<file path="config.mk">
export PLATFORM = sky130hd
export DESIGN_NAME = dmkc_ctrl
export DESIGN_NICKNAME = d
export VERILOG_FILES = /design/src/hdl/dmkc_pkg.sv /design/src/hdl/dmkc_ctrl.sv
export SDC_FILE = /design/constraint.sdc
export NUM_CORES = 1
export LEC_CHECK = 0
export BUFFER_PORTS_ARGS = -buffer_cell sky130_fd_sc_hd__buf_2
export CAP_MARGIN = 30
export CORE_AREA = 4 4 41 43
export DETAILED_ROUTE_END_ITERATION = 8
export DIE_AREA = 0 0 45 47
export MAX_ROUTING_LAYER = met4
export PLACE_DENSITY = 0.3
export SYNTH_ARGS = -nofsm -noshare
export SYNTH_HDL_FRONTEND = slang
export SYNTH_SLANG_ARGS = --single-unit
</file>
<file path="constraint.sdc">
create_clock -name clk -period 1.15 [get_ports clk]
set_clock_uncertainty 0.2 [all_clocks]
set_input_delay 0.2875 -clock clk [delete_from_list [all_inputs] [get_ports clk]]
set_output_delay 0.2875 -clock clk [all_outputs]
set_load 0.005 [all_outputs]
</file>
<file path="src/hdl/dmkc_pkg.sv">
// Shared types and constants for the direct-mapped key cache.
package dmkc_pkg;

	localparam int ENTRIES = 256;
	localparam int IDX_W   = (ENTRIES > 1) ? $clog2(ENTRIES) : 1;
	localparam int WORD_W  = 32;

	typedef enum logic [1:0] {
		REQ_GET     = 2'd0,
		REQ_PUT     = 2'd1,
		REQ_REPLACE = 2'd2,
		REQ_CLEAR   = 2'd3
	} req_t;

	typedef enum logic [1:0] {
		ST_IDLE = 2'b01,
		ST_EXEC = 2'b10
	} state_t;

	// controller to datapath
	typedef struct packed {
		logic load;   // transaction accepted: register request, start RAM read
		logic exec;   // RAM data ready: evaluate, commit, load result
	} dmkc_cmd_t;

endpackage

</file>
<file path="src/hdl/dmkc_ctrl.sv">
// Controller state machine: request handshake, sequencing and result valid.
module dmkc_ctrl import dmkc_pkg::*; (
	input  logic      clk,
	input  logic      arst_n,
	input  logic      req_valid,
	output logic      req_ready,
	output logic      rsp_valid,
	input  logic      rsp_ready,
	output dmkc_cmd_t cmd
);

	state_t state_q, state_d;
	logic   rsp_valid_q;
	logic   can_exec;

	assign req_ready = (state_q == ST_IDLE);
	// result slot is free, or is being emptied this cycle
	assign can_exec  = !rsp_valid_q || rsp_ready;
	assign cmd.load  = req_valid && req_ready;
	assign cmd.exec  = (state_q == ST_EXEC) && can_exec;
	assign rsp_valid = rsp_valid_q;

	always_comb begin
		state_d = state_q;
		case (state_q)
			ST_IDLE: begin
				if (cmd.load) state_d = ST_EXEC;
			end
			ST_EXEC: begin
				if (can_exec) state_d = ST_IDLE;
			end
			default: state_d = ST_IDLE;
		endcase
	end

	always_ff @(posedge clk or negedge arst_n) begin
		if (!arst_n) begin
			state_q     <= ST_IDLE;
			rsp_valid_q <= 1'b0;
		end else begin
			state_q <= state_d;
			if (cmd.exec) begin
				rsp_valid_q <= 1'b1;
			end else if (rsp_ready) begin
				rsp_valid_q <= 1'b0;
			end
		end
	end

endmodule

</file>
# Word-level counts from Yosys, hierarchy flattened
# Cells that the tools add are included.
[word_totals] out_inout_bits=4 rom_bits=0 input_bits=4 elab_cells=17 latch_bits=0 n_memories=0 register_bits=3 ramBits=0
[classes] bitwise=0 n_reduce_logical=6 mux=5 addsub=0 eq_ne=4 magnitude_cmp=0 multipliers=0 n_shift=0 n_div=0
[ops] operator="$mux 2" count=2
[ops] operator="$pmux 2 s2" count=1
[ops] operator="$eq 2x1->1 const B" count=1
[ops] operator="$eq 2x2->1 const B" count=1
[ops] operator="$logic_and 1x1->1" count=2
[ops] operator="$mux 1" count=2
[ops] operator="$ne 2x1->1 const B" count=1
[ops] operator="$ne 2x2->1 const B" count=1
[ops] operator="$reduce_and 2->1" count=1
[ops] operator="$reduce_bool 2->1" count=1
[ops] operator="$logic_not 1->1" count=1
[ops] operator="$logic_or 1x1->1" count=1

# Depth between registers and ports, before layout
# Gate-level depths: netlist (run 1).
[depth] word_depth=4 ltp_mapped=2

# Worst setup path before layout (run 1)
# No wires, ideal clock.
[synth_path] kind="flip-flop to output port" startpoint="reg state_q[0]" endpoint="out cmd[0] (netlist bit)" setup_slack_ns=-0.049 n_path_buf=0 required_ns=0.662 path_stages_with_launch=3 arrival_time_ns=0.711 path_cell_list="dfstp_2 -> nand2b_1 -> nor2b_1"
[synth_rtl] item="from (decl)" line_no="dmkc_ctrl.sv:12" rtl="state_t state_q, state_d;"
[synth_rtl] item="from (signal assigned)" line_no="dmkc_ctrl.sv:41" rtl="state_q <= state_d;"
[synth_rtl] item="to (decl)" line_no="dmkc_ctrl.sv:9" rtl="output dmkc_cmd_t cmd"

==> results of run 1 <==
## cells in the mapped netlist
master / instances / area share [%]
nor2b_1: 2 / 9.6
a2bb2oi_1: 1 / 6.7
and3b_1: 1 / 6.7
nand2_1: 1 / 2.9
dfstp_2: 1 / 20
dfrtp_1: 2 / 38
nand2b_1: 2 / 9.6
o21bai_1: 1 / 5.8
## flip-flops by register name (all words and copies together) (netlist names)
name and count:
state_q 2, rsp_valid 1
## power groups by stage
stage / Sequential [mW] / Combinational, mW / Clock [mW]
floorplan: 0.133 / 0.0335 / 0
global placement: 0.134 / 0.0745 / 0
detailed placement: 0.134 / 0.0745 / 0
CTS: 0.133 / 0.0774 / 0.196
global route: 0.134 / 0.0825 / 0.209
finish: 0.132 / 0.0751 / 0.182
## logic make-up (layout without fill, tap and decap cells)
group / count (synthesis) / after routing / synth area share [%]
AND/OR/NAND/NOR: 6 / 6 / 28.84
flip-flops: 3 / 3 / 58.66
AO/OA/AOI/OAI: 2 / 2 / 12.50
buffers and inverters: 0 / 15 / 0
## cell type report
cell class                      count  area [µm²]
Clock buffer                        4       26.28
Tap cell                           15       18.77
Timing Repair Buffer               11       67.56
Sequential cell                     3       76.32
Fill cell                         158        1049
Multi-Input combinational cell      8       63.81
## final timing paths
path	slack, ns	to	cells past startpoint	startpoint
setup / recovery	-0.37	cmd[0]	3	state_q[0]
hold / removal	0.02	state_q[0]	2	req_valid
min in group asynchronous	0.18	state_q[1]	2	arst_n
max in group asynchronous	0.38	state_q[0]	2	arst_n
setup reg to reg	-0.04	state_q[0]	3	state_q[0]
hold reg to reg	0.42	rsp_valid	3	rsp_valid
## layer usage
metal | GRT usage (%) | vias up
met3 | 3.831 | 0
met4 | 7.018 | 0
met1 | 2.982 | 60
li1 | - | 69
met5 | - | -
met2 | 5.367 | 6
## what timing repair did
action | CTS | global route
endpoints found under the hold margin | 3 | 0
buffers inserted | 1 | 0
hold buffers | 1 | 0
setup endpoints to repair | 6 | 6
==> results.txt, run 1 <==
----------------------------------------------------
[Outcome]
  Outcome ... complete, but fails checks
  Violated checks ... setup timing

[Floorplanning]
  Row cnt ... 13
  CORE AREA ... 1301 µm²
  Initial Utilization ... 10.00%
  Die area ... 2115 µm²
  Height of the chip ... around 47 µm
  Die W ... approximately 45 µm
  I/O Pins ... 8

[Critical path]
  Startpoint type of the worst setup path ... flop
  Critical Setup Path Class ... reg -> out
  Crit-path max FO ... 3
  Cell at the slowest stage of the critical path ... dfstp_2
  Cell Chain, Critical Path ... nand2b_4, nor2b_1, buf_2
  Data required time of the critical path ... 0.66 ns
  Cell type group with the largest total delay on the critical path ... flip-flops
  Arrival time of the worst setup path ... 1.03 ns
  Kind of end point of the critical path ... primary output
  Number of buffers and inverters on the critical path ... 1
  Delay of the slowest cell on the worst path ... approximately 0.52 ns

[Clock network]
  Root buffer cell ... clkbuf_4
  Depth of the CTS H-tree ... 1
  CTS Sinks ... 3
  Number of buffers added by the clock tree synthesis step ... 3
  Gates resized, CTS repair ... 0
  Skew-Pair Late Insertion Delay ... ~0.23 ns
  Register clock-pin slew on the reported worst setup and hold paths ... 0.04 ns
  Clock tree from TritonCTS ... built
  Number of buffers between clock root and the deepest sink ... 2

[Power]
  Sw Share ... 23.00%
  Share of power burned in the clock network ... a little under half
  Internal power of the cells ... 0.3001 mW
  Cell area power density ... 1542 nW/µm²
  Max IR drop VDD ... slightly above 0.0004 V
  Net switching power ... about 0.09 mW
  Static Leak ... roughly 0.13 nW
  Proportion of power drawn by combinational gates ... approximately 19%
  Post-layout total power ... 0.3897 mW
  Portion of total power attributed to sequential cells ... 34.0%

[Final layout]
  Fin cells ... 41
  Most used cells in the layout excluding fill and tap cells ... buf_2, clkbuf_4, buf_4
  Share of layout cells above drive strength 1 ... ~60%
  Area delta synth->final ... 94.23%
  Net count of the finished layout ... 31
  Layout Cell Area excl Fill ... 252.7 µm²
  Commonest non-fill, non-tap cell in the layout ... buf_2
  Antenna fix cells ... 0
  Utilization after layout ... 19.42%

[GRT]
  Maximum number of pins on one net before global-route repair ... 4
  Antenna violations before repair ... 0
  Number of global-route vias before repair ... 151
  Remaining Overflow, GRT ... 0
  Global router's overall resource usage ... 4.419%
  Wire length of the first global-routing pass ... 531 µm

[Placed design]
  Port Buffer Count ... 7
  Gp weighted congestion ... 0.6113
  Placed cell area ... 216.5 µm²
  Detail Placement HPWL ... roughly 270 µm
  Placement Setup Slack ... -0.1329 ns
  Number of placed cells counting well taps ... 36

[Drt]
  DR WL/cell ... just under 8 µm
  DR vias/cell ... 3.293
  Met2 wire len ... 150 µm
  DRT met1 WL ... 110 µm
  Routed wire length ... 322 µm
  Highest routing layer actually used ... met3
  Detailed router's first-iteration violation count ... 0
  Total number of vias ... 135
  Count of nets left with antenna violations after detail routing ... 0
  Remaining routing DRC violations ... 0
  Met3 Routed Length ... 61 µm
  Detailed-routing iteration count for the pre-antenna-repair pass ... 1

[STA]
  Worst Hold Slack ... 0.01986 ns
  Setup total negative slack ... -1.231 ns
  Hold Fails Final Rpt ... 0
  Max-slew violations ... 0
  RSZ-0062 raised after global routing ... true
  Final WS setup ... -0.3680 ns
  Max Clk Rate ... 658.8 MHz
  Part of the cycle the worst path needs ... 132.0%
  Total setup violations reported at the end of the flow ... 6
  Final worst path period need ... around 1.5 ns
  Slew margin rel. ... about nine tenths
  Worst Max-Slew Pin Slew ... 0.1601 ns

[Synth]
  Number of different library cells in the post-synthesis netlist ... 8
  Share of the yosys chip area belonging to registers ... 58.65%
  Per-instance average area after synthesis ... 11.83 µm²
  Post-Synthesis Cells ... 11
  Netlist Area Pre-Place ... 130.1 µm²
  Synthesized netlist net count ... 15
  Yosys warning count ... 0
  #FFs+latches synth ... 3

[Flow run]
  Maxcap violations ... 0

[Min path]
  Tightest Hold Check Type ... in -> reg

----------------------------------------------------
No activity file was read; power rests on OpenSTA's default activity.
==> run 2, diff against run 1 <==
- SETUP_SLACK_MARGIN: not set -> 0.05
- SLEW_MARGIN: not set -> 30
==> run 2 against run 1 <==
Against the previous run:
- the run still ends with setup timing left
- clock power hardly changed
- setup slack lost 0.0040 ns
- maximum frequency is 0.27% lower
- combinational power rose by 21%
- utilization increased by 2.6 points
- die area unchanged
- sequential cell count unchanged
- via count up 6.7%
- hold slack improved by 0.0019 ns
- routed wire length is 12% higher
- clock-buffer cell count is the same
==> results.txt, run 2 (synthesis gave the netlist of run 1 again) <==
----------------------------------------------------
[Final layout]
  Area delta synth->final ... 120.2%
  Share of layout cells above drive strength 1 ... 65.52% (+4.0 points)
  Commonest non-fill, non-tap cell in the layout ... buf_2
  Number of flip-flops under the largest register name ... 2 (unchanged)
  Largest Register ... state_q
  Most used cells in the layout excluding fill and tap cells ... buf_2, clkbuf_4, buf_4, buf_6, dfrtp_1
  Antenna fix cells ... 0 (unchanged)
  Net count of the finished layout ... 34 (+9.7%)
  Utilization after layout ... 22.02% (+2.6 points)

[STA]
  Max Clk Rate ... 657.0 MHz (-0.27%)
  Total setup violations reported at the end of the flow ... 7 (+1)
  Hold Fails Final Rpt ... 0 (unchanged)
  Final WS setup ... -0.3720 ns (-0.004044 ns)
  Worst Hold Slack ... 0.02178 ns (+0.001912 ns)
  Max-slew violations ... 0 (unchanged)
  Final worst path period need ... 1.522 ns (+0.004044 ns)
  Worst Max-Slew Pin Slew ... 0.1606 ns (+0.0005145 ns)
  Slew margin rel. ... 89.29% (about the same)
  RSZ-0062 raised after global routing ... true
  Part of the cycle the worst path needs ... 132.3% (+0.35 points)

[GRT]
  Maximum number of pins on one net before global-route repair ... 4 (unchanged)
  Number of global-route vias before repair ... 161 (+6.6%)
  Antenna violations before repair ... 0 (unchanged)
  Global router's overall resource usage ... 4.992% (+0.57 points)
  Wire length of the first global-routing pass ... 607 µm (+14%)
  Remaining Overflow, GRT ... 0 (unchanged)

[Critical path]
  Critical Setup Path Class ... reg -> out
  Delay of the slowest cell on the worst path ... 0.53 ns (about the same)
  Cell depth of the worst flop-to-flop path ... 6 (+3)
  Cell at the slowest stage of the critical path ... dfstp_2
  Crit-path max FO ... 3 (unchanged)
  Reg-to-reg slack, setup ... -0.28 ns (-0.24 ns)
  Number of cells on the critical path ... 3 (unchanged)
  Kind of end point of the critical path ... primary output
  Number of buffers and inverters on the critical path ... 1 (unchanged)
  Startpoint type of the worst setup path ... flop
  Cell type group with the largest total delay on the critical path ... flip-flops
  Data required time of the critical path ... 0.66 ns (about the same)
  Arrival time of the worst setup path ... 1.03 ns (about the same)
  Cell Chain, Critical Path ... nand2b_4, nor2b_1, buf_2

[Floorplanning]
  Die W ... 45 µm (unchanged)
  Initial Utilization ... 10.00% (unchanged)
  Row cnt ... 13 (unchanged)
  Die area ... 2115 µm² (unchanged)
  Height of the chip ... 47 µm (unchanged)
  I/O Pins ... 8 (unchanged)
  CORE AREA ... 1301 µm² (unchanged)

[Power]
  Sw Share ... 23.02% (about the same)
  Cell area power density ... 1417 nW/µm² (-8.1%)
  Internal power of the cells ... 0.3125 mW (+4.1%)
  Proportion of power drawn by combinational gates ... 22.4% (+3.1 points)
  Static Leak ... 0.1514 nW (+13%)
  Portion of total power attributed to sequential cells ... 32.7% (-1.3 points)
  Max IR drop VDD ... 0.0004068 V (-0.48%)
  Share of power burned in the clock network ... 44.9% (-1.9 points)
  Net switching power ... 0.09343 mW (+4.2%)

[Drt]
  Met3 Routed Length ... 61 µm (unchanged)
  DRT met1 WL ... 121 µm (+10%)
  Total number of vias ... 144 (+6.7%)
  Highest routing layer actually used ... met3
  DR vias/cell ... 3.273 (-0.61%)
  Routed wire length ... 362 µm (+12%)
  Detailed router's first-iteration violation count ... 0 (unchanged)
  Detailed-routing iteration count for the pre-antenna-repair pass ... 1 (unchanged)
  Count of nets left with antenna violations after detail routing ... 0 (unchanged)
  DR WL/cell ... 8.227 µm (+4.8%)
  Met2 wire len ... 179 µm (+19%)
  Remaining routing DRC violations ... 0 (unchanged)

[Clock network]
  Skew-Pair Late Insertion Delay ... 0.23 ns (about the same)
  Depth of the CTS H-tree ... 1 (unchanged)
  Register clock-pin slew on the reported worst setup and hold paths ... 0.04 ns (about the same)
  Clock tree from TritonCTS ... built
  Number of buffers between clock root and the deepest sink ... 2 (unchanged)
  Number of buffers added by the clock tree synthesis step ... 3 (unchanged)
  Root buffer cell ... clkbuf_4
  CTS Sinks ... 3 (unchanged)

[Outcome]
  Outcome ... complete, but fails checks
  Violated checks ... setup timing

[Flow run]
  Maxcap violations ... 0 (unchanged)

[Min path]
  Number of stages on the worst hold path ... 2 (unchanged)
  Tightest Hold Check Type ... in -> reg

[Placed design]
  Detail Placement HPWL ... 272.4 µm (unchanged)
  Gp weighted congestion ... 0.6113 (unchanged)
  Port Buffer Count ... 7 (unchanged)

----------------------------------------------------
==> run 2: cell count changes in the layout (fill, tap and decap cells not counted) <==
cell   change
buf_6      +3
==> run 2: layer usage <==
metal,vias to the layer above,global-route usage (%)
li1,75,-
met1,63,3.440
met2,6,6.780
met3,0,3.831
met4,0,7.018
met5,-,-
==> run 2: repair_timing <==
action	4_1_cts	5_1_grt
setup buffers	4	0
gates resized for setup	3	0
cloned	0	0
setup endpoints to repair	7	7
endpoints found under the hold margin	3	0
hold buffers	1	0
==> run 2: worst paths after layout <==
| check | startpoint | end |
|---|---|---|
| min in group asynchronous | arst_n | state_q[1] |
| hold / removal | req_valid | state_q[0] |
| hold reg to reg | rsp_valid | rsp_valid |
| setup reg to reg | state_q[0] | state_q[0] |
| max in group asynchronous | arst_n | state_q[0] |
| setup / recovery | state_q[0] | cmd[0] |
==> run 2: through the flow <==
step	power (mW)	cells	instance area [µm²]	setup TNS [ns]	setup slack [ns]
2_1_floorplan	0.1665	11	140.1	-0.02834	-0.01441
3_3_place_gp	0.2086	36	216.5	-0.4870	-0.1298
3_5_place_dp	0.2082	36	216.5	-0.4803	-0.1329
4_1_cts	0.4213	44	286.5	-1.911	-0.3871
5_1_grt	0.4430	44	286.5	-2.118	-0.4109
6_report	0.4059	44	286.5	-1.848	-0.3720
==> run 2: layout make-up <==
type | instances | area (µm²)
sequential | 3 | 76.32
timing repair buffer | 14 | 101.3
tap | 15 | 18.77
fill | 159 | 1015
clock buffer | 4 | 26.28
multi-input combinational | 8 | 63.81
==> run 2: power by group through the flow <==
stage | registers (mW) | clock network (mW) | logic (mW)
5_1_grt | 0.134 | 0.209 | 0.0995
4_1_cts | 0.133 | 0.196 | 0.0926
6_report | 0.133 | 0.182 | 0.0910
3_3_place_gp | 0.134 | 0 | 0.0745
2_1_floorplan | 0.133 | 0 | 0.0335
3_5_place_dp | 0.134 | 0 | 0.0745
==> run 3, diff against run 2 <==
- CAP_MARGIN: 30 -> 20
- HOLD_SLACK_MARGIN: not set -> 0.02
- REMOVE_ABC_BUFFERS: not set -> 1
==> run 3 against run 2 <==
Against the previous run:
- the run still ends with setup timing left
- clock-buffer cell count did not move
- combinational power rose by 5.8%
- design area fell by 1.3%
- power rose by 3.6%
- sequential power barely moved
- maximum frequency fell by 0.81%
- non-clock buffer count did not move
- clock power rose by 4%
- first-iteration DRC count rose by 1
- hold slack improved by 0.064 ns
- register-to-register slack improved by 0.25 ns
- critical path depth fell by 1
- critical endpoint is now cmd[1]
==> results.txt, run 3 (synthesis gave the netlist of run 1 again) <==
----------------------------------------------------
[Critical path]
  Cell at the slowest stage of the critical path ... dfstp_2
  Crit-path max FO ... 3 (unchanged)
  Cell type group with the largest total delay on the critical path ... flip-flops
  Critical Setup Path Class ... reg -> out
  Reg-to-reg slack, setup ... -0.03 ns (+0.25 ns)
  Startpoint of the worst register-to-register path ... state_q[1]
  Startpoint type of the worst setup path ... flop
  Endpoint of the lowest-slack register-to-register path ... state_q[1]
  Number of buffers and inverters on the critical path ... 1 (unchanged)
  Data required time of the critical path ... 0.66 ns (about the same)
  Delay of the slowest cell on the worst path ... 0.53 ns (about the same)
  Arrival time of the worst setup path ... 1.05 ns (+0.02 ns)
  Cell Chain, Critical Path ... and3b_1, buf_2
  Kind of end point of the critical path ... primary output
  Cell depth of the worst flop-to-flop path ... 3 (-3)

[Power]
  Cell area power density ... 1486 nW/µm² (+4.9%)
  Max IR drop VDD ... 0.0005138 V (+26%)
  Static Leak ... 0.1467 nW (-3.1%)

[GRT]
  Wire length of the first global-routing pass ... 641 µm (+5.6%)
  Antenna violations before repair ... 0 (unchanged)
  Remaining Overflow, GRT ... 0 (unchanged)
  Global router's overall resource usage ... 4.984% (-0.0082 points)
  Maximum number of pins on one net before global-route repair ... 5 (+1)
  Number of global-route vias before repair ... 165 (+2.5%)

[Min path]
  Hold Startpoint ... req_valid
  Number of stages on the worst hold path ... 3 (+1)
  Tightest Hold Check Type ... in -> reg
  Hold Crit Endpoint ... state_q[0]

[Floorplanning]
  Height of the chip ... 47 µm (unchanged)
  I/O Pins ... 8 (unchanged)
  CORE AREA ... 1301 µm² (unchanged)
  Row cnt ... 13 (unchanged)
  Die W ... 45 µm (unchanged)
  Die area ... 2115 µm² (unchanged)
  Initial Utilization ... 10.00% (unchanged)

[STA]
  Worst Hold Slack ... 0.08566 ns (+0.06389 ns)
  Hold Fails Final Rpt ... 0 (unchanged)
  Setup total negative slack ... -1.229 ns (+0.6189 ns)
  Part of the cycle the worst path needs ... 133.4% (+1.1 points)
  Final WS setup ... -0.3845 ns (-0.01247 ns)
  RSZ-0062 raised after global routing ... true
  Slew margin rel. ... 91.94% (+2.6 points)
  Max Clk Rate ... 651.7 MHz (-0.81%)
  Max-slew violations ... 0 (unchanged)
  Final worst path period need ... 1.534 ns (+0.01247 ns)
  Worst Max-Slew Pin Slew ... 0.1210 ns (-0.03963 ns)
  Total setup violations reported at the end of the flow ... 6 (-1)

[Final layout]
  Most used cells in the layout excluding fill and tap cells ... buf_2, buf_4, clkbuf_4
  Fin cells ... 44 (unchanged)
  Number of flip-flops under the largest register name ... 2 (unchanged)
  Net count of the finished layout ... 34 (unchanged)
  Antenna fix cells ... 0 (unchanged)
  Share of layout cells above drive strength 1 ... 72.41% (+6.9 points)
  Commonest non-fill, non-tap cell in the layout ... buf_2
  Register area ... 77.57 µm² (+1.6%)
  Largest Register ... state_q
  Layout Cell Area excl Fill ... 282.8 µm² (-1.3%)
  Area of the multi-input gates ... 70.07 µm² (+9.8%)
  Number of fill cells in the layout ... 159 (unchanged)
  Area delta synth->final ... 117.3%

[Flow run]
  Maxcap violations ... 0 (unchanged)

[Placed design]
  Number of placed cells counting well taps ... 37 (+2.8%)
  Placed cell area ... 214.0 µm² (-1.2%)
  Gp weighted congestion ... 0.6604 (+8.0%)
  Port Buffer Count ... 7 (unchanged)
  Placement Setup Slack ... -0.1820 ns (-0.04912 ns)

[Clock network]
  Number of buffers added by the clock tree synthesis step ... 3 (unchanged)
  Number of buffers between clock root and the deepest sink ... 2 (unchanged)
  Register clock-pin slew on the reported worst setup and hold paths ... 0.04 ns (about the same)
  Root buffer cell ... clkbuf_4
  CTS Sinks ... 3 (unchanged)
  Skew-Pair Late Insertion Delay ... 0.23 ns (about the same)
  Clock tree from TritonCTS ... built
  Depth of the CTS H-tree ... 1 (unchanged)

[Outcome]
  Violated checks ... setup timing
  Outcome ... complete, but fails checks

[Drt]
  DR WL/cell ... 9.432 µm (+15%)
  Remaining routing DRC violations ... 0 (unchanged)
  Total number of vias ... 150 (+4.2%)
  Routed wire length ... 415 µm (+15%)
  Detailed router's first-iteration violation count ... 1 (+1)
  DR vias/cell ... 3.409 (+4.2%)
  Detailed-routing iteration count for the pre-antenna-repair pass ... 2 (+1)
  Count of nets left with antenna violations after detail routing ... 0 (unchanged)

----------------------------------------------------
## run 3: stage by stage
step | total power, mW | util, %
finish | 0.4203 | 21.73
global route | 0.4489 | 21.73
CTS | 0.4166 | 20.00
detailed placement | 0.2072 | 16.44
global placement | 0.2053 | 16.44
floorplan | 0.1579 | -
## run 3: worst max-delay path by stage
stage / endpoint / depth (start not counted) / slack, ns / from
floorplan: cmd[0] / 2 / -0.05 / state_q[0]
global placement: cmd[0] / 4 / -0.16 / rsp_ready
detailed placement: cmd[0] / 4 / -0.18 / rsp_ready
CTS: cmd[1] / 2 / -0.39 / state_q[0]
global route: cmd[1] / 2 / -0.43 / state_q[0]
finish: cmd[1] / 2 / -0.38 / state_q[0]
## run 3: worst min-delay path, cell delays in order
cell and delay [ns]:
buf_2 0.09, buf_4 0.10, a2bb2oi_2 0.04
## run 3: what timing repair did
action	in CTS	in global routing
buffers inserted	0	2
hold endpoints to repair	3	0
pin swaps	0	0
setup endpoints to repair	7	7
resized for setup	2	2
hold buffers	1	0
## run 3: layout make-up
cell class              instances  area share, %
clock buffers                   4          9.292
multi-input cells               8          24.78
flip-flops and latches          3          27.43
well taps                      15          6.637
repair buffers                 14          31.86
## run 3: layer usage
metal	vias up	routed length (µm)	GRT usage, %	share of wire [%]
met2	8	150	5.650	36
li1	75	-	-	-
met5	-	0	-	0
met1	67	217	5.023	52
met3	0	47	3.831	11
met4	0	0	5.263	0
## run 3: power by group
| part | internal, mW | switching, mW | leakage (nW) |
|---|---|---|---|
| clock network | 0.130 | 0.0597 | 0.0150 |
| logic | 0.0625 | 0.0338 | 0.0963 |
| registers | 0.123 | 0.0109 | 0.0354 |
| total | 0.316 | 0.104 | 0.147 |
